**config.mk**
```make
export PLATFORM = sky130hd
export DESIGN_NAME = text_to_integer_with_suffix_unit_flat
export DESIGN_NICKNAME = d
export VERILOG_FILES = /design/src/hdl/tts_pkg.sv /design/src/hdl/tts_if.sv /design/src/hdl/tts_front.sv /design/src/hdl/tts_fifo.sv /design/src/hdl/tts_back.sv /design/src/hdl/text_to_integer_with_suffix_unit.sv /design/src/flat_wrapper.sv
export SDC_FILE = /design/constraint.sdc
export NUM_CORES = 1
export LEC_CHECK = 0
export ABC_AREA = 1
export ABC_CLOCK_PERIOD_IN_PS = 5700
export BUFFER_PORTS_ARGS = -buffer_cell sky130_fd_sc_hd__buf_4
export CAP_MARGIN = 20
export CORE_ASPECT_RATIO = 1.2
export CORE_UTILIZATION = 35
export CTS_BUF_LIST = sky130_fd_sc_hd__clkbuf_4 sky130_fd_sc_hd__clkbuf_8
export DETAILED_ROUTE_END_ITERATION = 7
export PLACE_DENSITY_LB_ADDON = 0.3
export SYNTH_ARGS = -nofsm -noshare
export SYNTH_HDL_FRONTEND = slang
export SYNTH_SLANG_ARGS = --single-unit
```
**constraint.sdc**
```tcl
create_clock -name clk_i -period 5.7 [get_ports clk_i]
set_clock_uncertainty 0.1 [all_clocks]
set_input_delay 1.14 -clock clk_i [delete_from_list [all_inputs] [get_ports clk_i]]
set_output_delay 1.14 -clock clk_i [all_outputs]
set_load 0.02 [all_outputs]
```
**src/hdl/tts_pkg.sv**
```systemverilog
// ----------------------------------------------------------------------------
// tts_pkg: shared types and constants for the text-to-integer converter
// Character token layout, unit suffix codes, configuration bundle and
// character decode helpers.
// ----------------------------------------------------------------------------
package tts_pkg;

  localparam int CH_W       = 8;
  localparam int VAL_W      = 64;
  localparam int ST_W       = 2;
  localparam int DIG_W      = 5;
  localparam int SFX_W      = 3;
  localparam int CFG_IDX_W  = 1;
  localparam int CFG_DATA_W = 1;

  // token queue between front and back
  localparam int QDEPTH = 4;
  localparam int QAW    = $clog2(QDEPTH);

  // digit value of a character that is no hex digit
  localparam logic [DIG_W-1:0] NO_DIGIT = 5'd16;

  // unit suffix codes; the shift is ten bits per step
  localparam logic [SFX_W-1:0] SFX_NONE = 3'd0;
  localparam logic [SFX_W-1:0] SFX_K    = 3'd1;
  localparam logic [SFX_W-1:0] SFX_M    = 3'd2;
  localparam logic [SFX_W-1:0] SFX_G    = 3'd3;
  localparam logic [SFX_W-1:0] SFX_T    = 3'd4;
  localparam logic [SFX_W-1:0] SFX_P    = 3'd5;

  typedef struct packed {
    logic             nul;
    logic             space;
    logic             plus;
    logic             minus;
    logic             xchr;
    logic [DIG_W-1:0] dig;
    logic [SFX_W-1:0] sfx;
  } tok_t;

  typedef struct packed {
    logic signed_mode;
    logic narrow_32;
  } cfg_t;

  function automatic logic [DIG_W-1:0] digit_of(input logic [CH_W-1:0] c);
    logic [DIG_W-1:0] d;
    d = NO_DIGIT;
    if (c >= "0" && c <= "9") begin
      d = DIG_W'(c - "0");
    end else if (c >= "a" && c <= "f") begin
      d = DIG_W'(c - "a" + 8'd10);
    end else if (c >= "A" && c <= "F") begin
      d = DIG_W'(c - "A" + 8'd10);
    end
    return d;
  endfunction

  function automatic logic [SFX_W-1:0] sfx_of(input logic [CH_W-1:0] c);
    logic [SFX_W-1:0] s;
    case (c)
      "k", "K": s = SFX_K;
      "m", "M": s = SFX_M;
      "g", "G": s = SFX_G;
      "t", "T": s = SFX_T;
      "p", "P": s = SFX_P;
      default:  s = SFX_NONE;
    endcase
    return s;
  endfunction

endpackage

```
**src/hdl/tts_if.sv**
```systemverilog
// ----------------------------------------------------------------------------
// tts_if: stream interfaces of the text-to-integer converter
// Character channel and result channel, valid/ready handshake.
// ----------------------------------------------------------------------------
interface tts_ch_if import tts_pkg::*; ();
  logic            valid;
  logic            ready;
  logic [CH_W-1:0] ch;

  modport source (output valid, output ch, input ready);
  modport sink   (input valid, input ch, output ready);
endinterface

interface tts_res_if import tts_pkg::*; ();
  logic             valid;
  logic             ready;
  logic [VAL_W-1:0] value;
  logic [ST_W-1:0]  status;

  modport source (output valid, output value, output status, input ready);
  modport sink   (input valid, input value, input status, output ready);
endinterface

```
**src/hdl/tts_front.sv**
```systemverilog
// ----------------------------------------------------------------------------
// tts_front: character intake and classification
// Registers each incoming character as a decoded token (digit value,
// whitespace, sign, hex marker, unit suffix, terminator).
// ----------------------------------------------------------------------------
module tts_front import tts_pkg::*; (
  input  logic  clk_i,
  input  logic  rst_ni,
  tts_ch_if.sink in_ch,
  output tok_t  tok_o,
  output logic  tok_valid_o,
  input  logic  tok_ready_i
);

  logic valid_q;
  tok_t tok_q;
  tok_t tok_d;

  assign in_ch.ready = !valid_q || tok_ready_i;

  always_comb begin
    tok_d.nul   = (in_ch.ch == 8'h00);
    tok_d.space = (in_ch.ch == 8'h20) || (in_ch.ch >= 8'h09 && in_ch.ch <= 8'h0D);
    tok_d.plus  = (in_ch.ch == "+");
    tok_d.minus = (in_ch.ch == "-");
    tok_d.xchr  = (in_ch.ch == "x") || (in_ch.ch == "X");
    tok_d.dig   = digit_of(in_ch.ch);
    tok_d.sfx   = sfx_of(in_ch.ch);
  end

  always_ff @(posedge clk_i or negedge rst_ni) begin
    if (!rst_ni) begin
      valid_q <= 1'b0;
    end else if (in_ch.ready) begin
      valid_q <= in_ch.valid;
    end
  end

  always_ff @(posedge clk_i) begin
    if (in_ch.valid && in_ch.ready) begin
      tok_q <= tok_d;
    end
  end

  assign tok_o       = tok_q;
  assign tok_valid_o = valid_q;

endmodule

```
**src/hdl/tts_fifo.sv**
```systemverilog
// ----------------------------------------------------------------------------
// tts_fifo: token queue
// Short first-in first-out buffer between the classifier and the parser.
// ----------------------------------------------------------------------------
module tts_fifo import tts_pkg::*; (
  input  logic clk_i,
  input  logic rst_ni,
  input  logic wr_valid_i,
  output logic wr_ready_o,
  input  tok_t wr_tok_i,
  output logic rd_valid_o,
  input  logic rd_ready_i,
  output tok_t rd_tok_o
);

  localparam logic [QAW:0] FULL = (QAW+1)'(QDEPTH);

  tok_t           mem_q [QDEPTH];
  logic [QAW-1:0] wr_ptr_q;
  logic [QAW-1:0] rd_ptr_q;
  logic [QAW:0]   cnt_q;
  logic           push;
  logic           pop;

  assign wr_ready_o = (cnt_q != FULL);
  assign rd_valid_o = (cnt_q != '0);
  assign rd_tok_o   = mem_q[rd_ptr_q];
  assign push       = wr_valid_i && wr_ready_o;
  assign pop        = rd_valid_o && rd_ready_i;

  always_ff @(posedge clk_i or negedge rst_ni) begin
    if (!rst_ni) begin
      wr_ptr_q <= '0;
      rd_ptr_q <= '0;
      cnt_q    <= '0;
    end else begin
      if (push) begin
        wr_ptr_q <= wr_ptr_q + 1'b1;
      end
      if (pop) begin
        rd_ptr_q <= rd_ptr_q + 1'b1;
      end
      case ({push, pop})
        2'b10:   cnt_q <= cnt_q + 1'b1;
        2'b01:   cnt_q <= cnt_q - 1'b1;
        default: cnt_q <= cnt_q;
      endcase
    end
  end

  always_ff @(posedge clk_i) begin
    if (push) begin
      mem_q[wr_ptr_q] <= wr_tok_i;
    end
  end

endmodule

```
**src/hdl/tts_back.sv**
```systemverilog
// ----------------------------------------------------------------------------
// tts_back: parser and result pipeline
// Walks the token stream through the strtoll/strtoull base-0 grammar and,
// on a terminator, finishes the conversion in two stages into the output
// register.
// ----------------------------------------------------------------------------
module tts_back import tts_pkg::*; (
  input  logic      clk_i,
  input  logic      rst_ni,
  input  cfg_t      cfg_i,
  input  logic      tok_valid_i,
  output logic      tok_ready_o,
  input  tok_t      tok_i,
  tts_res_if.source out_res
);

  localparam logic [2:0] PH_WS     = 3'd0;
  localparam logic [2:0] PH_SIGN   = 3'd1;
  localparam logic [2:0] PH_ZERO   = 3'd2;
  localparam logic [2:0] PH_XPFX   = 3'd3;
  localparam logic [2:0] PH_DIGITS = 3'd4;
  localparam logic [2:0] PH_TAIL   = 3'd5;

  localparam logic [1:0] RX_DEC = 2'd0;
  localparam logic [1:0] RX_OCT = 2'd1;
  localparam logic [1:0] RX_HEX = 2'd2;

  localparam logic [ST_W-1:0] ST_OK      = 2'd0;
  localparam logic [ST_W-1:0] ST_INVALID = 2'd1;
  localparam logic [ST_W-1:0] ST_RANGE   = 2'd2;

  localparam logic [1:0] LEN_SAT = 2'd2;

  typedef struct packed {
    logic [2:0]       ph;
    logic             neg;
    logic [VAL_W-1:0] mag;
    logic             ovf;
    logic             conv;
    logic [1:0]       tot;
    logic [1:0]       tl;
    logic [SFX_W-1:0] sfx;
  } snap_t;

  typedef struct packed {
    logic [ST_W-1:0]  st;
    logic             shift;
    logic [VAL_W-1:0] x;
    logic [VAL_W-1:0] ua;
    logic [SFX_W-1:0] sfx;
  } fin_t;

  // top bits must all match the sign for a signed shift to stay in range
  function automatic logic fits_signed(input logic [VAL_W-1:0] x,
                                       input logic [SFX_W-1:0] s);
    logic r;
    case (s)
      SFX_K:   r = (&x[63:53]) || !(|x[63:53]);
      SFX_M:   r = (&x[63:43]) || !(|x[63:43]);
      SFX_G:   r = (&x[63:33]) || !(|x[63:33]);
      SFX_T:   r = (&x[63:23]) || !(|x[63:23]);
      SFX_P:   r = (&x[63:13]) || !(|x[63:13]);
      default: r = 1'b1;
    endcase
    return r;
  endfunction

  function automatic logic fits_unsigned(input logic [VAL_W-1:0] a,
                                         input logic [SFX_W-1:0] s);
    logic r;
    case (s)
      SFX_K:   r = !(|a[63:54]);
      SFX_M:   r = !(|a[63:44]);
      SFX_G:   r = !(|a[63:34]);
      SFX_T:   r = !(|a[63:24]);
      SFX_P:   r = !(|a[63:14]);
      default: r = 1'b1;
    endcase
    return r;
  endfunction

  function automatic logic [VAL_W-1:0] shl(input logic [VAL_W-1:0] x,
                                           input logic [SFX_W-1:0] s);
    logic [VAL_W-1:0] r;
    case (s)
      SFX_K:   r = x << 10;
      SFX_M:   r = x << 20;
      SFX_G:   r = x << 30;
      SFX_T:   r = x << 40;
      SFX_P:   r = x << 50;
      default: r = x;
    endcase
    return r;
  endfunction

  // parse state
  logic [2:0]       phase_q, phase_d;
  logic             neg_q, neg_d;
  logic [1:0]       rx_q, rx_d;
  logic [VAL_W-1:0] mag_q, mag_d;
  logic             ovf_q, ovf_d;
  logic             conv_q, conv_d;
  logic [1:0]       tot_q, tot_d;
  logic [1:0]       tl_q, tl_d;
  logic [SFX_W-1:0] sfx_q, sfx_d;

  // result pipeline
  logic             s1_v_q, s2_v_q, out_v_q;
  snap_t            s1_q;
  fin_t             s2_q, s2_d;
  logic [VAL_W-1:0] out_val_q, out_val_d;
  logic [ST_W-1:0]  out_st_q, out_st_d;
  logic             s1_ready, s2_ready, out_ready;

  logic             pop;
  logic [DIG_W-1:0] radix;
  logic [VAL_W+3:0] acc;
  logic [VAL_W-1:0] neg_mag;
  logic [1:0]       tl_eff;
  logic             over_lim;
  logic             fits;
  logic [VAL_W-1:0] v3;
  logic [ST_W-1:0]  st3;

  assign out_ready   = !out_v_q || out_res.ready;
  assign s2_ready    = !s2_v_q || out_ready;
  assign s1_ready    = !s1_v_q || s2_ready;
  // only a terminator needs room in the result pipeline
  assign tok_ready_o = !tok_i.nul || s1_ready;
  assign pop         = tok_valid_i && tok_ready_o;

  always_comb begin
    unique case (rx_q)
      RX_HEX:  radix = 5'd16;
      RX_OCT:  radix = 5'd8;
      default: radix = 5'd10;
    endcase
  end

  // magnitude * radix + digit; anything above bit 63 is an overflow
  always_comb begin
    unique case (rx_q)
      RX_HEX:  acc = {mag_q, 4'b0};
      RX_OCT:  acc = {1'b0, mag_q, 3'b0};
      default: acc = {1'b0, mag_q, 3'b0} + {3'b0, mag_q, 1'b0};
    endcase
    acc = acc + (VAL_W+4)'(tok_i.dig);
  end

  always_comb begin
    phase_d = phase_q;
    neg_d   = neg_q;
    rx_d    = rx_q;
    mag_d   = mag_q;
    ovf_d   = ovf_q;
    conv_d  = conv_q;
    tot_d   = tot_q;
    tl_d    = tl_q;
    sfx_d   = sfx_q;
    if (pop) begin
      if (tok_i.nul) begin
        phase_d = PH_WS;
        neg_d   = 1'b0;
        rx_d    = RX_DEC;
        mag_d   = '0;
        ovf_d   = 1'b0;
        conv_d  = 1'b0;
        tot_d   = '0;
        tl_d    = '0;
        sfx_d   = SFX_NONE;
      end else begin
        tot_d = (tot_q == LEN_SAT) ? tot_q : tot_q + 2'd1;
        sfx_d = tok_i.sfx;
        unique case (phase_q)
          PH_WS, PH_SIGN: begin
            if (phase_q == PH_WS && tok_i.space) begin
              phase_d = PH_WS;
            end else if (phase_q == PH_WS && (tok_i.plus || tok_i.minus)) begin
              neg_d   = tok_i.minus;
              phase_d = PH_SIGN;
            end else if (tok_i.dig == 5'd0) begin
              conv_d  = 1'b1;
              rx_d    = RX_OCT;
              mag_d   = '0;
              phase_d = PH_ZERO;
            end else if (tok_i.dig < 5'd10) begin
              conv_d  = 1'b1;
              rx_d    = RX_DEC;
              mag_d   = VAL_W'(tok_i.dig);
              phase_d = PH_DIGITS;
            end else begin
              phase_d = PH_TAIL;
            end
          end
          PH_ZERO: begin
            if (tok_i.xchr) begin
              phase_d = PH_XPFX;
            end else if (tok_i.dig < 5'd8) begin
              mag_d   = VAL_W'(tok_i.dig);
              phase_d = PH_DIGITS;
            end else begin
              phase_d = PH_TAIL;
              tl_d    = 2'd1;
            end
          end
          PH_XPFX: begin
            if (tok_i.dig != NO_DIGIT) begin
              rx_d    = RX_HEX;
              mag_d   = VAL_W'(tok_i.dig);
              phase_d = PH_DIGITS;
            end else begin
              phase_d = PH_TAIL;
              tl_d    = 2'd2;
            end
          end
          PH_DIGITS: begin
            if (tok_i.dig < radix) begin
              mag_d = acc[VAL_W-1:0];
              if (|acc[VAL_W+3:VAL_W]) begin
                ovf_d = 1'b1;
              end
            end else begin
              phase_d = PH_TAIL;
              tl_d    = 2'd1;
            end
          end
          PH_TAIL: begin
            tl_d = (tl_q == LEN_SAT) ? tl_q : tl_q + 2'd1;
          end
          default: begin
            phase_d = PH_WS;
          end
        endcase
      end
    end
  end

  // first finishing stage: classify the string, form the two's complement value
  always_comb begin
    neg_mag  = ~s1_q.mag + VAL_W'(1);
    tl_eff   = (s1_q.ph == PH_XPFX) ? 2'd1 : s1_q.tl;
    over_lim = cfg_i.signed_mode && s1_q.mag[VAL_W-1] &&
               (!s1_q.neg || (|s1_q.mag[VAL_W-2:0]));
    s2_d.x     = s1_q.neg ? neg_mag : s1_q.mag;
    s2_d.ua    = s1_q.mag[VAL_W-1] ? neg_mag : s1_q.mag;
    s2_d.sfx   = s1_q.sfx;
    s2_d.shift = 1'b0;
    s2_d.st    = ST_OK;
    if (s1_q.tot == 2'd0) begin
      s2_d.st = ST_OK;
    end else if (!s1_q.conv) begin
      s2_d.st = (s1_q.tot == 2'd1 && s1_q.sfx != SFX_NONE) ? ST_OK : ST_INVALID;
    end else if (s1_q.ovf || over_lim) begin
      s2_d.st = ST_RANGE;
    end else if (tl_eff == 2'd0) begin
      s2_d.st = ST_OK;
    end else if (tl_eff != 2'd1 || s1_q.sfx == SFX_NONE) begin
      s2_d.st = ST_INVALID;
    end else if (s1_q.mag != '0) begin
      s2_d.shift = 1'b1;
    end
  end

  // second finishing stage: suffix shift and 32-bit range check
  always_comb begin
    fits = cfg_i.signed_mode ? fits_signed(s2_q.x, s2_q.sfx)
                             : fits_unsigned(s2_q.ua, s2_q.sfx);
    st3  = s2_q.st;
    v3   = s2_q.x;
    if (s2_q.shift) begin
      if (!fits) begin
        st3 = ST_RANGE;
      end else begin
        v3 = shl(s2_q.x, s2_q.sfx);
      end
    end
    if (st3 == ST_OK && cfg_i.narrow_32) begin
      if (cfg_i.signed_mode) begin
        if (!((&v3[63:31]) || !(|v3[63:31]))) begin
          st3 = ST_RANGE;
        end
      end else if (v3[63] ? !((&v3[63:32]) && (|v3[31:0])) : (|v3[63:32])) begin
        st3 = ST_RANGE;
      end else begin
        v3 = {32'b0, v3[31:0]};
      end
    end
    out_st_d  = st3;
    out_val_d = (st3 == ST_OK) ? v3 : '0;
  end

  always_ff @(posedge clk_i or negedge rst_ni) begin
    if (!rst_ni) begin
      phase_q <= PH_WS;
      neg_q   <= 1'b0;
      rx_q    <= RX_DEC;
      mag_q   <= '0;
      ovf_q   <= 1'b0;
      conv_q  <= 1'b0;
      tot_q   <= '0;
      tl_q    <= '0;
      sfx_q   <= SFX_NONE;
      s1_v_q  <= 1'b0;
      s2_v_q  <= 1'b0;
      out_v_q <= 1'b0;
    end else begin
      phase_q <= phase_d;
      neg_q   <= neg_d;
      rx_q    <= rx_d;
      mag_q   <= mag_d;
      ovf_q   <= ovf_d;
      conv_q  <= conv_d;
      tot_q   <= tot_d;
      tl_q    <= tl_d;
      sfx_q   <= sfx_d;
      if (s1_ready) begin
        s1_v_q <= pop && tok_i.nul;
      end
      if (s2_ready) begin
        s2_v_q <= s1_v_q;
      end
      if (out_ready) begin
        out_v_q <= s2_v_q;
      end
    end
  end

  always_ff @(posedge clk_i) begin
    if (pop && tok_i.nul) begin
      s1_q.ph   <= phase_q;
      s1_q.neg  <= neg_q;
      s1_q.mag  <= mag_q;
      s1_q.ovf  <= ovf_q;
      s1_q.conv <= conv_q;
      s1_q.tot  <= tot_q;
      s1_q.tl   <= tl_q;
      s1_q.sfx  <= sfx_q;
    end
    if (s1_v_q && s2_ready) begin
      s2_q <= s2_d;
    end
    if (s2_v_q && out_ready) begin
      out_val_q <= out_val_d;
      out_st_q  <= out_st_d;
    end
  end

  assign out_res.valid  = out_v_q;
  assign out_res.value  = out_val_q;
  assign out_res.status = out_st_q;

endmodule

```
**src/hdl/text_to_integer_with_suffix_unit.sv**
```systemverilog
// ----------------------------------------------------------------------------
// text_to_integer_with_suffix_unit: streaming text to integer converter
// Base-0 strtoll/strtoull parsing with an optional k/m/g/t/p unit suffix,
// signed or unsigned, 64-bit or 32-bit range.
//
//   channel  | dir | handshake        | payload
//   ---------+-----+------------------+----------------------------------
//   in_ch    | in  | valid/ready      | ch[7:0], NUL ends the string
//   out_res  | out | valid/ready      | value[63:0], status[1:0]
//   cfg      | in  | cfg_we_i strobe  | cfg_idx_i, cfg_data_i
//
// One character is taken every cycle while the queue has room. A NUL passes
// the classifier register, token queue, parser snapshot and two finishing
// stages. Each digit is one multiply-by-radix-and-add in the parser, so
// characters never wait on each other. A stalled result holds the finishing
// stages; the parser drains the queue up to the next NUL, then the queue fills
// and the input stalls. Reset: leading whitespace state, signed, 64-bit.
// ----------------------------------------------------------------------------
module text_to_integer_with_suffix_unit import tts_pkg::*; (
  input  logic                  clk_i,
  input  logic                  rst_ni,
  tts_ch_if.sink                in_ch,
  tts_res_if.source             out_res,
  input  logic                  cfg_we_i,
  input  logic [CFG_IDX_W-1:0]  cfg_idx_i,
  input  logic [CFG_DATA_W-1:0] cfg_data_i
);

  localparam logic [CFG_IDX_W-1:0] REG_SIGNED_MODE = 1'd0;
  localparam logic [CFG_IDX_W-1:0] REG_NARROW_32   = 1'd1;

  cfg_t cfg_q;
  tok_t front_tok;
  logic front_valid;
  logic front_ready;
  tok_t q_tok;
  logic q_valid;
  logic q_ready;

  always_ff @(posedge clk_i or negedge rst_ni) begin
    if (!rst_ni) begin
      cfg_q.signed_mode <= 1'b1;
      cfg_q.narrow_32   <= 1'b0;
    end else if (cfg_we_i) begin
      case (cfg_idx_i)
        REG_SIGNED_MODE: cfg_q.signed_mode <= cfg_data_i[0];
        REG_NARROW_32:   cfg_q.narrow_32   <= cfg_data_i[0];
        default:         cfg_q             <= cfg_q;
      endcase
    end
  end

  tts_front u_front (
    .clk_i       (clk_i),
    .rst_ni      (rst_ni),
    .in_ch       (in_ch),
    .tok_o       (front_tok),
    .tok_valid_o (front_valid),
    .tok_ready_i (front_ready)
  );

  tts_fifo u_fifo (
    .clk_i      (clk_i),
    .rst_ni     (rst_ni),
    .wr_valid_i (front_valid),
    .wr_ready_o (front_ready),
    .wr_tok_i   (front_tok),
    .rd_valid_o (q_valid),
    .rd_ready_i (q_ready),
    .rd_tok_o   (q_tok)
  );

  tts_back u_back (
    .clk_i       (clk_i),
    .rst_ni      (rst_ni),
    .cfg_i       (cfg_q),
    .tok_valid_i (q_valid),
    .tok_ready_o (q_ready),
    .tok_i       (q_tok),
    .out_res     (out_res)
  );

endmodule
```
**src/flat_wrapper.sv**
```systemverilog
// flat-port wrapper written by rule: the top's interface ports become plain ports
module text_to_integer_with_suffix_unit_flat import tts_pkg::*;
  (clk_i, rst_ni, cfg_we_i, cfg_idx_i, cfg_data_i, in_ch_valid, in_ch_ch, in_ch_ready, out_res_valid, out_res_value, out_res_status, out_res_ready);
  tts_ch_if in_ch_i ();
  tts_res_if out_res_i ();
  input  logic clk_i;
  input  logic rst_ni;
  input  logic cfg_we_i;
  input  logic [CFG_IDX_W-1:0] cfg_idx_i;
  input  logic [CFG_DATA_W-1:0] cfg_data_i;
  input wire logic [$bits(in_ch_i.valid)-1:0] in_ch_valid;
  input wire logic [$bits(in_ch_i.ch)-1:0] in_ch_ch;
  output wire logic [$bits(in_ch_i.ready)-1:0] in_ch_ready;
  output wire logic [$bits(out_res_i.valid)-1:0] out_res_valid;
  output wire logic [$bits(out_res_i.value)-1:0] out_res_value;
  output wire logic [$bits(out_res_i.status)-1:0] out_res_status;
  input wire logic [$bits(out_res_i.ready)-1:0] out_res_ready;
  assign in_ch_i.valid = in_ch_valid;
  assign in_ch_i.ch = in_ch_ch;
  assign in_ch_ready = in_ch_i.ready;
  assign out_res_valid = out_res_i.valid;
  assign out_res_value = out_res_i.value;
  assign out_res_status = out_res_i.status;
  assign out_res_i.ready = out_res_ready;
  text_to_integer_with_suffix_unit u_core (.clk_i(clk_i), .rst_ni(rst_ni), .in_ch(in_ch_i), .out_res(out_res_i), .cfg_we_i(cfg_we_i), .cfg_idx_i(cfg_idx_i), .cfg_data_i(cfg_data_i));
endmodule
```
== Word level (Yosys, flattened, before mapping) ==
Memory sizes are Yosys's and may differ from the RTL's.
Index checks and enable logic that the tools add are counted.

* Register bits after elaboration: 382
* Input bits: 15
* Logic and storage cells: 318
* Memories kept: 1
* Bits in writable memories: 52

{| class="wikitable"
|+ Memories
! name !! words !! width !! rd ports !! clocked after memory_dff !! write ports !! RTL line !! source
|-
| u_core.u_fifo.mem_q || 4 || 13 || 1 || 0 || 1 || tts_fifo.sv:18 || <nowiki>tok_t mem_q [QDEPTH];</nowiki>
|}

* $lt $le $gt $ge: 11
* Bitwise logic cells: 3
* Muxes and demuxes: 85
* Reduce and logical (&&, ||, !) cells: 112
* Eq/ne operators: 51
* Add/sub/neg operators: 14

{| class="wikitable"
|+ Operator list
! operator !! number
|-
| 64-bit two-way mux || 15
|-
| 64-bit one-hot mux with 5 select lines || 1
|-
| 64-bit one-hot mux with 4 select lines || 1
|-
| 68-bit one-hot mux with 2 select lines || 1
|-
| 8-bit by 7-bit == test with 1-bit output (second input constant) || 12
|-
| 67-bit by 65-bit adder with 68-bit output || 1
|-
| 68-bit by 5-bit adder with 68-bit output || 1
|-
| 64-bit by 1-bit adder with 64-bit output (second input constant) || 1
|-
| 64-bit NOT || 1
|-
| 64-bit nonzero test || 1
|-
| 32-bit OR reduction || 2
|-
| 63-bit two-way mux || 1
|-
| 63-bit OR reduction || 1
|-
| 51-bit AND reduction || 1
|-
| 51-bit OR reduction || 1
|-
| 50-bit OR reduction || 1
|-
| 2-bit two-way mux || 23
|-
| 41-bit AND reduction || 1
|-
| 41-bit OR reduction || 1
|-
| 40-bit OR reduction || 1
|-
| 3-bit inequality test (second input constant) || 11
|-
| 33-bit AND reduction || 1
|-
| 33-bit OR reduction || 1
|-
| 32-bit AND reduction || 1
|-
| 63 further kinds || 194
|}

== Longest topological paths before layout ==
Gate-level depths: netlist (run 1).

* Depth after elaboration: 15
* Depth in mapped cells: 31

== By module ==
A second synthesis (run 1) with hierarchy kept.

* Cell total of the unflattened synthesis: 4461
* Area, all modules: 30693.2 µm²

{| class="wikitable"
|+ Modules (own cells, without submodules)
! module !! seq. area each (µm²) !! area an instance (µm²) !! times used !! cells an instance
|-
| tts_back || 9949.5 || 27283.7 || 1 || 4156
|-
| tts_fifo || 1736.7 || 2539.9 || 1 || 211
|-
| tts_front || 415.4 || 782.0 || 1 || 83
|-
| text_to_integer_with_suffix_unit || 51.3 || 87.6 || 1 || 11
|}

== Worst setup path after synthesis (run 1) ==
OpenSTA, ideal clock, no wires.

* Path type: input to register
* From: in out_res_ready
* To: reg u_core.u_back.neg_q
* Arrival: 5.507 ns
* Data required time: 5.494 ns
* Buffers on the path: 0
* Setup slack: -0.013 ns
* Stages: 8
* Cells stage by stage: inv_1 nand2_1 nor2_1 nand2_1 nand2_1 nor2_1 o22ai_1 o31ai_1

* Cells in the longest elaborated chain, start to end: 6

{| class="wikitable"
|+ Ends and longest elaborated chain
! what !! RTL line !! source
|-
| from (decl) || flat_wrapper.sv:17 || <nowiki>input wire logic [$bits(out_res_i.ready)-1:0] out_res_ready;</nowiki>
|-
| 1-bit logical OR || tts_back.sv:125 || <nowiki>assign out_ready = !out_v_q || out_res.ready;</nowiki>
|-
| 1-bit logical OR || tts_back.sv:126 || <nowiki>assign s2_ready = !s2_v_q || out_ready;</nowiki>
|-
| 1-bit logical OR || tts_back.sv:127 || <nowiki>assign s1_ready = !s1_v_q || s2_ready;</nowiki>
|-
| 1-bit logical OR || tts_back.sv:129 || <nowiki>assign tok_ready_o = !tok_i.nul || s1_ready;</nowiki>
|-
| 1-bit logical AND || tts_back.sv:130 || <nowiki>assign pop = tok_valid_i && tok_ready_o;</nowiki>
|-
| 4-bit AND reduction (no line) || n/a ||
|-
| to (signal assigned) || tts_back.sv:308 || <nowiki>neg_q <= neg_d;</nowiki>
|-
| to (decl) || tts_back.sv:98 || <nowiki>logic neg_q, neg_d;</nowiki>
|}

No other way between the ends.
A chain may end at the register's enable or synchronous reset.

== Worst setup path after layout (run 1) ==
* From: reg u_core.u_back.mag_q[0]
* To: reg u_core.u_back.mag_q[63]

* Cells in the longest elaborated chain, start to end: 6

{| class="wikitable"
|+ Ends and longest elaborated chain
! what !! RTL line !! source
|-
| from (decl) || tts_back.sv:100 || <nowiki>logic [VAL_W-1:0] mag_q, mag_d;</nowiki>
|-
| from (signal assigned) || tts_back.sv:310 || <nowiki>mag_q <= mag_d;</nowiki>
|-
| 67-bit by 65-bit adder with 68-bit output || tts_back.sv:145 || <nowiki>default: acc = {1'b0, mag_q, 3'b0} + {3'b0, mag_q, 1'b0};</nowiki>
|-
| 68-bit one-hot mux with 2 select lines * || tts_back.sv:142 || <nowiki>unique case (rx_q)</nowiki>
|-
| 68-bit by 5-bit adder with 68-bit output * || tts_back.sv:147 || <nowiki>acc = acc + (VAL_W+4)'(tok_i.dig);</nowiki>
|-
| 64-bit two-way mux * || tts_back.sv:217 || <nowiki>if (tok_i.dig < radix) begin</nowiki>
|-
| 64-bit one-hot mux with 4 select lines * || tts_back.sv:174 || <nowiki>unique case (phase_q)</nowiki>
|-
| 64-bit two-way mux * || tts_back.sv:161 || <nowiki>if (tok_i.nul) begin</nowiki>
|}

Every way passes the cells marked *; elsewhere a longest branch is shown, timed or not. The select of a mux whose other input is x is not followed.

==> results.md, run 1 <==
* Status: finished, final reports clean
* Ys async rst share at 0.219
* Worst stage delay on the critical path at approximately 490 ps
* Startpoint types: flip-flop
* DR DRC count at 0
* Met1 Use GR at 0.276
* Gr busiest metal: met2
* Die area at 88300 um2
* Total track usage at 0.240
* VDD IR max at between 0.4 and 0.5 mV
* Yosys top cell by area: edfxtp_1
* Vias post-DR at 29.2k
* IO Count at 83
* Leakage power at 15.7 nW
* RSZ-0062 raised after global routing: false
* Die Y at 325 um
* Top post-synthesis cells by area: edfxtp_1 32%, nand2_1 17%, inv_1 9.3%, dfrtp_1 7.5%, nor2_1 7.0%
* Syn Area/Cell at 6.86 um2
* Power per Cell Area at 494 nW/um2
* Endpoints failing setup at 0
* Initial DRT Pass Iterations at 7
* Synth top cells by count: 1401 x nand2_1, 754 x inv_1, 567 x nor2_1
* Max_slew headroom at 0.309
* Clk pin slew, worst setup/hold paths at roughly 60 ps
* Max Cap Violations at 0
* Minimum clock period at about 5000 ps
* Yosys reg bits at between 400 and 500
* Cell row count at between 100 and 150
* Number of setup buffers added after CTS at 0
* Largest family of logic cells by synthesized area: simple AND/OR/NAND/NOR gates
* Seq/Total Area, Yosys at 0.398
* Crit path max fanout at 7
* TritonCTS clock tree: built
* Fin crit share at 0.873
* Simple-gate share of the synthesized area at 0.326
* Post-synthesis adder-cell area fraction at 0.0368
* Reg-to-Reg Start: u_core.u_back.mag_q[0]
* Syn Inst Count at 4447
* Post-synth EDFFs at between 300 and 400
* Crit path kind: reg2reg
* FILL cells at 9172
* Synthesized net count at 4550
* Nets at 4642
* CP endpoint kind: flip-flop
* Post-CTS Resized at 0
* Pins Over Slew Limit at 0
* Detail Route Antenna Nets at 0
* Initial DRC Count at around 2.1k
* Area Overhead vs Synth at 12.1%
* Met3 Use GR at 0.0274
* Final wirelength at 107000 um
* Clk root buf: clkbuf_8
* Worst path most repeated cell: nand2_1
* Met2 Track Usage GR at 0.428
* XOR/XNOR Fraction of Synth Area at 0.0192
* Initial antenna violation count at 2
* Post-synth top area share at 0.323
* WP data arrival at 5420 ps
* Worst skew pair latency at 700 ps
* Vias in the first global route at roughly 28k
* CP startpoint: u_core.u_back.mag_q[0]
* First-pass GRT wire length at 163000 um
* Peak Freq at about 200 MHz
* H-tree Lvls at 3
* Sink Count at 420
* Total congestion overflow at 0
* Number of I/O port buffers at 82
* Worst-path cell chain: ha_1 > fa_1 > o21ai_0 > inv_1 > ha_1 > nand3_1 > nand2_1 > nand2_1 > nor2_1 > nand2_1 > nor2_1 > nand2_1 > nor2_1 > nand2_1 > inv_1 > nand4_1 > nor2_2 > nand2_1 > nor2_1 > nand2_1 > nor2_1 > nand3_1 > nand3_1 > o21ai_0
* Num CTS Buffers at 76
* GP Congestion at 0.997
* Slew @ Worst Pin at 1030 ps
* Vias per std cell at between 5 and 6
* Unique masters post-synth at slightly below 60
* CTS Buffer Depth at 3
* CTS Hold Bufs at 0
* Core Footprint at 86400 um2
* Slowest stage cell, crit path: dfrtp_1
* Hold WC Path Type: reg2reg
* Hold path start: u_core.u_back.tot_q[0]
* Die W at 272 um
* Post-synthesis mux area share at 0
* WP data required at between 6000 and 7000 ps
* Initial Utilization at 0.353
* Final hold violations at 0
* Hold WS at between 300 and 400 ps
* Fin Setup TNS at 0 ps
* Largest net degree at the start of global routing at 76
* Top FF cell, synth: edfxtp_1
* Final HPWL DP at 85100 um
* Synth warn at 0
* WL per Instance at 18.6 um
* Most common cell in the netlist: nand2_1
* Layout cells sized above 1 at 0.0632
* Synthesized area at 30500 um2
* Synth Area in Compound Gates at 0.110
path summary, 6_finish.rpt:
path	to	slack, ps	depth (start not counted)
max	u_core.u_back.mag_q[63]	720	24
min reg2reg	u_core.u_back.s1_q[5]	360	0
min in group asynchronous	u_core.u_back.mag_q[6]	370	1
max in group asynchronous	u_core.cfg_q[0]	3950	2
min	u_core.u_back.s1_q[5]	360	0
max reg2reg	u_core.u_back.mag_q[63]	720	24
cell type report:
class                           count  area (um2)  share of cell area
Antenna cell                        2        5.00            0.000146
Clock buffer                       96        1230              0.0361
Clock inverter                     44         474              0.0139
Inverter                          765        2870              0.0840
Multi-Input combinational cell   3150       15100               0.440
Sequential cell                   420       12200               0.355
Tap cell                         1140        1430              0.0417
Timing Repair Buffer              126         978              0.0286
stage by stage:
step / total power, mW / instances / area, um2 / worst slack (ps) / utilization
finish: 16.9 / 5743 / 34200 / 724 / 0.396
global route: 18.1 / 5742 / 34200 / 406 / 0.396
CTS: 17.0 / 5740 / 34200 / 845 / 0.396
detailed placement: 13.7 / 5600 / 32500 / 856 / 0.376
global placement: 13.6 / 5599 / 32500 / 909 / 0.376
floorplan: 10.8 / 4447 / 30500 / 721 / -
metal layers:
layer,vias to the layer above,wire [um]
met5,-,0
met4,0,6300
met3,285,5220
met2,958,53400
met1,13400,42000
li1,14600,-
power by group:
| part | internal [mW] | leakage [nW] | switching [mW] | total, mW |
|---|---|---|---|---|
| clock network | 1.85 | 0.869 | 1.38 | 3.23 |
| logic | 2.18 | 10.4 | 5.40 | 7.58 |
| registers | 5.10 | 4.43 | 0.999 | 6.10 |
cell usage in the layout, fill, tap and decap left out, types with 10 or more instances in the layout:
cell type | Yosys | layout
nor3_1 | 52 | 52
nand3b_1 | 12 | 12
a21oi_1 | 119 | 118
clkbuf_4 | 0 | 14
nand3_1 | 293 | 293
xnor2_1 | 13 | 13
o21ai_0 | 231 | 231
clkbuf_8 | 0 | 82
a32o_1 | 13 | 13
nor4_1 | 19 | 19
edfxtp_1 | 328 | 328
o31ai_1 | 10 | 10
a221o_1 | 16 | 16
inv_2 | 10 | 10
o221ai_1 | 21 | 21
a221oi_1 | 11 | 11
nand2_1 | 1401 | 1401
dfrtp_1 | 91 | 91
buf_4 | 4 | 123
clkinv_2 | 0 | 11
xor2_1 | 54 | 54
ha_1 | 85 | 84
nand4_1 | 52 | 52
clkinv_1 | 1 | 14
nor2_1 | 567 | 564
o22ai_1 | 90 | 90
inv_1 | 754 | 753
cell families after synthesis:
group,count (synthesis)
and+or+nand+nor,2431
buffers and inverters,877
AOI/OAI and AO/OA,564
DFF,420
adders and majority gates,88
xor gates and xnor gates,67
registers in the layout, indices dropped and copies added, names as in the netlist, 3 cells and up:
register                     count
u_core.u_back.s1_q              77
u_core.u_back.out_res.value     64
u_core.u_front.tok_o            13
u_core.u_back.sfx_q              3
u_core.u_back.mag_q             64
u_core.u_fifo.cnt_q              3
u_core.u_back.phase_q            3
u_core.u_fifo.mem_q             52
u_core.u_back.s2_q             120
worst max-delay path, delay by kind of cell (launching register included):
family                   cells  cell delay [ps]
AND/OR/NAND/NOR             17             2540
adder cells (fa/ha/maj)      3             1200
flip-flops                   1              490
AO/OA/AOI/OAI                2              290
buffers and inverters        2              210
Note: power is estimated with default switching activity, not from simulation.
==> run 2, diff against run 1 <==
--- a/config.mk
+++ b/config.mk
@@ -5,7 +5,6 @@
 export SDC_FILE = /design/constraint.sdc
 export NUM_CORES = 1
 export LEC_CHECK = 0
-export ABC_AREA = 1
 export ABC_CLOCK_PERIOD_IN_PS = 5700
 export BUFFER_PORTS_ARGS = -buffer_cell sky130_fd_sc_hd__buf_4
 export CAP_MARGIN = 20
@@ -17,3 +16,4 @@
 export SYNTH_ARGS = -nofsm -noshare
 export SYNTH_HDL_FRONTEND = slang
 export SYNTH_SLANG_ARGS = --single-unit
+export TNS_END_PERCENT = 100
==> results.md, run 2 <==
* Num CTS Buffers at 59
* Crit path max fanout at 8
* Post-synth top area share at 0.359
* WP data arrival at around 6000 ps
* Vias post-DR at 22.6k
* Endpoints failing setup at 0
* Leakage power at 11.2 nW
* Die area at 79600 um2
* Initial DRT Pass Iterations at 5
* R2R Setup Slk at 290 ps
* Core Footprint at 77800 um2
* Number of flip-flops in the largest register at 120
* Commonest non-fill, non-tap cell in the layout: nand2_1
* Yosys reg bits at 420
* Total congestion overflow at 0
* Syn Area/Cell at 9.56 um2
* CTS Buffer Depth at 3
* Worst Reg-to-Reg Cells at 16
* Crit path buf inv count at 0
* Worst skew pair latency at about 670 ps
* Reg-to-Reg Start: u_core.u_back.mag_q[2]
* Status: finished, final reports clean
* Most frequent cells in the layout: 361 x nand2_1, 328 x edfxtp_1, 235 x nor2_1
* Seq/Total Area, Yosys at 0.443
* Area Overhead vs Synth at 12.6%
* Reg power frac at 0.411
* Hold WC Path Type: reg2reg
* Switching Share at 0.415
* Slew @ Worst Pin at 952 ps
* Cell row count at 112
* Initial DRC Count at 1690
* Die Y at between 300 and 400 um
* Sink Count at 420
* Worst stage delay on the critical path at 550 ps
* Unique masters post-synth at a little over 100
* Worst-path cell chain: ha_1 > fa_1 > a211oi_4 > o21ai_2 > a211o_1 > and4_1 > a211oi_2 > nor3b_2 > or4b_4 > nor4_4 > nand4_4 > nor3_2 > and4bb_4 > or3b_1 > xor2_1 > a22o_1
* Initial antenna violation count at 1
* Worst hold stages at 0
* Final hold violations at 0
* Crit path kind: reg2reg
* Vias per std cell at 5.66
* Layout cells sized above 1 at 0.121
* Ys async rst share at 0.219
* Fin Setup TNS at 0 ps
* Syn Inst Count at between 2k and 3k
* Worst R2R End: u_core.u_back.mag_q[55]
* Comb pwr share at 0.408
* Final Worst Setup Slack at 287 ps
* Final wirelength at roughly 80000 um
* TritonCTS clock tree: built
* Clk root buf: clkbuf_8
* Nets at 3028
* H-tree Lvls at 2
* WP data required at between 6000 and 7000 ps
* Top flop regs: u_core.u_back.s2_q: 120 flops, u_core.u_back.s1_q: 77 flops
* Startpoint types: flip-flop
* Top post-synthesis cells by area: edfxtp_1 36%, dfrtp_1 8.3%, xnor2_1 5.0%, nand2_1 4.9%, ha_1 3.9%
* Post-synth EDFFs at 328
* Minimum clock period at 5410 ps
* DR DRC count at 0
* Max_slew headroom at 0.359
* GP Congestion at between 0.9 and 1
* Synth top cells by count: 361 x nand2_1, 328 x edfxtp_1, 235 x nor2_1
* First-pass GRT wire length at 127000 um
* Yosys top cell by area: edfxtp_1
* Die W at 258 um
* Hold path start: u_core.u_back.sfx_q[2]
* Largest net degree at the start of global routing at 107
* Synth warn at 0
* Biggest register: u_core.u_back.s2_q
* Fin util at 0.398
* Slowest stage cell, crit path: or4b_4
* Placement Setup Slack at 267 ps
* Internal power at around 9.1 mW
* Fin crit share at 0.950
* VDD IR max at 0.359 mV
* Synthesized net count at 2976
* CP startpoint: u_core.u_back.mag_q[2]
* Clk pin slew, worst setup/hold paths at 80 ps
* Hold endpoint: u_core.u_back.s1_q[2]
* Synthesized area at about 27000 um2
* Initial Utilization at 0.353
* Max Cap Violations at 0
* Top delay family on crit path: simple AND/OR/NAND/NOR gates
* IO Count at 83
* Switch Pwr at 6.46 mW
* Number of I/O port buffers at 82
* Vias in the first global route at 22.1k
* Most common cell in the netlist: nand2_1
* CP endpoint kind: flip-flop
* Detail Route Antenna Nets at 0
* Power per Cell Area at 503 nW/um2
* Peak Freq at roughly 180 MHz
* Top FF cell, synth: edfxtp_1
* WL per Instance at 20.4 um
* Pins Over Slew Limit at 0
* Final HPWL DP at slightly above 60000 um
* Total track usage at 0.202
* Clock share of power at 0.181
## run 2: power groups by stage
stage	logic (mW)	registers (mW)	clock network, mW
after global placement	6.31	6.40	0
after CTS	6.37	6.36	2.89
after floorplan	4.35	6.09	0
after detailed placement	6.35	6.42	0
after global routing	6.98	6.51	2.99
final	6.36	6.40	2.81
## run 2: area by class of cell
cell class	count	area, um2
clock buffers	75	951
fillers	7657	46900
multi-input cells	2233	14600
flip-flops and latches	420	12200
well taps	1026	1280
repair buffers	163	1300
diodes	1	2.50
inverters	48	180
clock inverters	37	479
## run 2: layer usage
layer  part of all wire  global-route usage
met5                  0                   0
met4              0.048               0.100
met3              0.044              0.0195
met2               0.48               0.341
met1               0.43               0.258
## run 2: logic make-up (layout without fill, tap and decap cells)
| kind of cell | after synthesis | in the layout | share of synthesized area |
|---|---|---|---|
| adders and majority gates | 88 | 88 | 0.0409 |
| other | 0 | 1 | 0 |
| muxes | 87 | 87 | 0.0374 |
| AOI/OAI and AO/OA | 769 | 769 | 0.184 |
| xor gates and xnor gates | 213 | 213 | 0.0679 |
| and+or+nand+nor | 1076 | 1076 | 0.196 |
| buffers and inverters | 220 | 323 | 0.0317 |
| DFF | 420 | 420 | 0.443 |
## run 2: what timing repair did
item / in CTS / in global routing
endpoints found under the setup margin: 0 / 3
hold buffers: 0 / 0
resized for setup: 0 / 8
buffers inserted: 0 / 1
## run 2: metrics by stage
step / hold WS [ps] / area (um2) / std cells / total power [mW]
after detailed placement: 334 / 29400 / 3889 / 12.8
after global placement: 331 / 29400 / 3889 / 12.7
final: 354 / 30900 / 4003 / 15.6
after floorplan: 325 / 27600 / 2873 / 10.4
after global routing: 375 / 30900 / 4003 / 16.5
after CTS: 329 / 30900 / 4001 / 15.6
## run 2: worst max-delay path by stage
| stage | endpoint | slack, ps | cells after the start |
|---|---|---|---|
| floorplan | u_core.u_back.mag_q[55] | -160 | 30 |
| global placement | u_core.u_back.mag_q[55] | 320 | 16 |
| detailed placement | u_core.u_back.mag_q[55] | 270 | 16 |
| CTS | u_core.u_back.mag_q[55] | 200 | 16 |
| global route | u_core.u_back.ovf_q | -60 | 16 |
| finish | u_core.u_back.mag_q[55] | 290 | 16 |
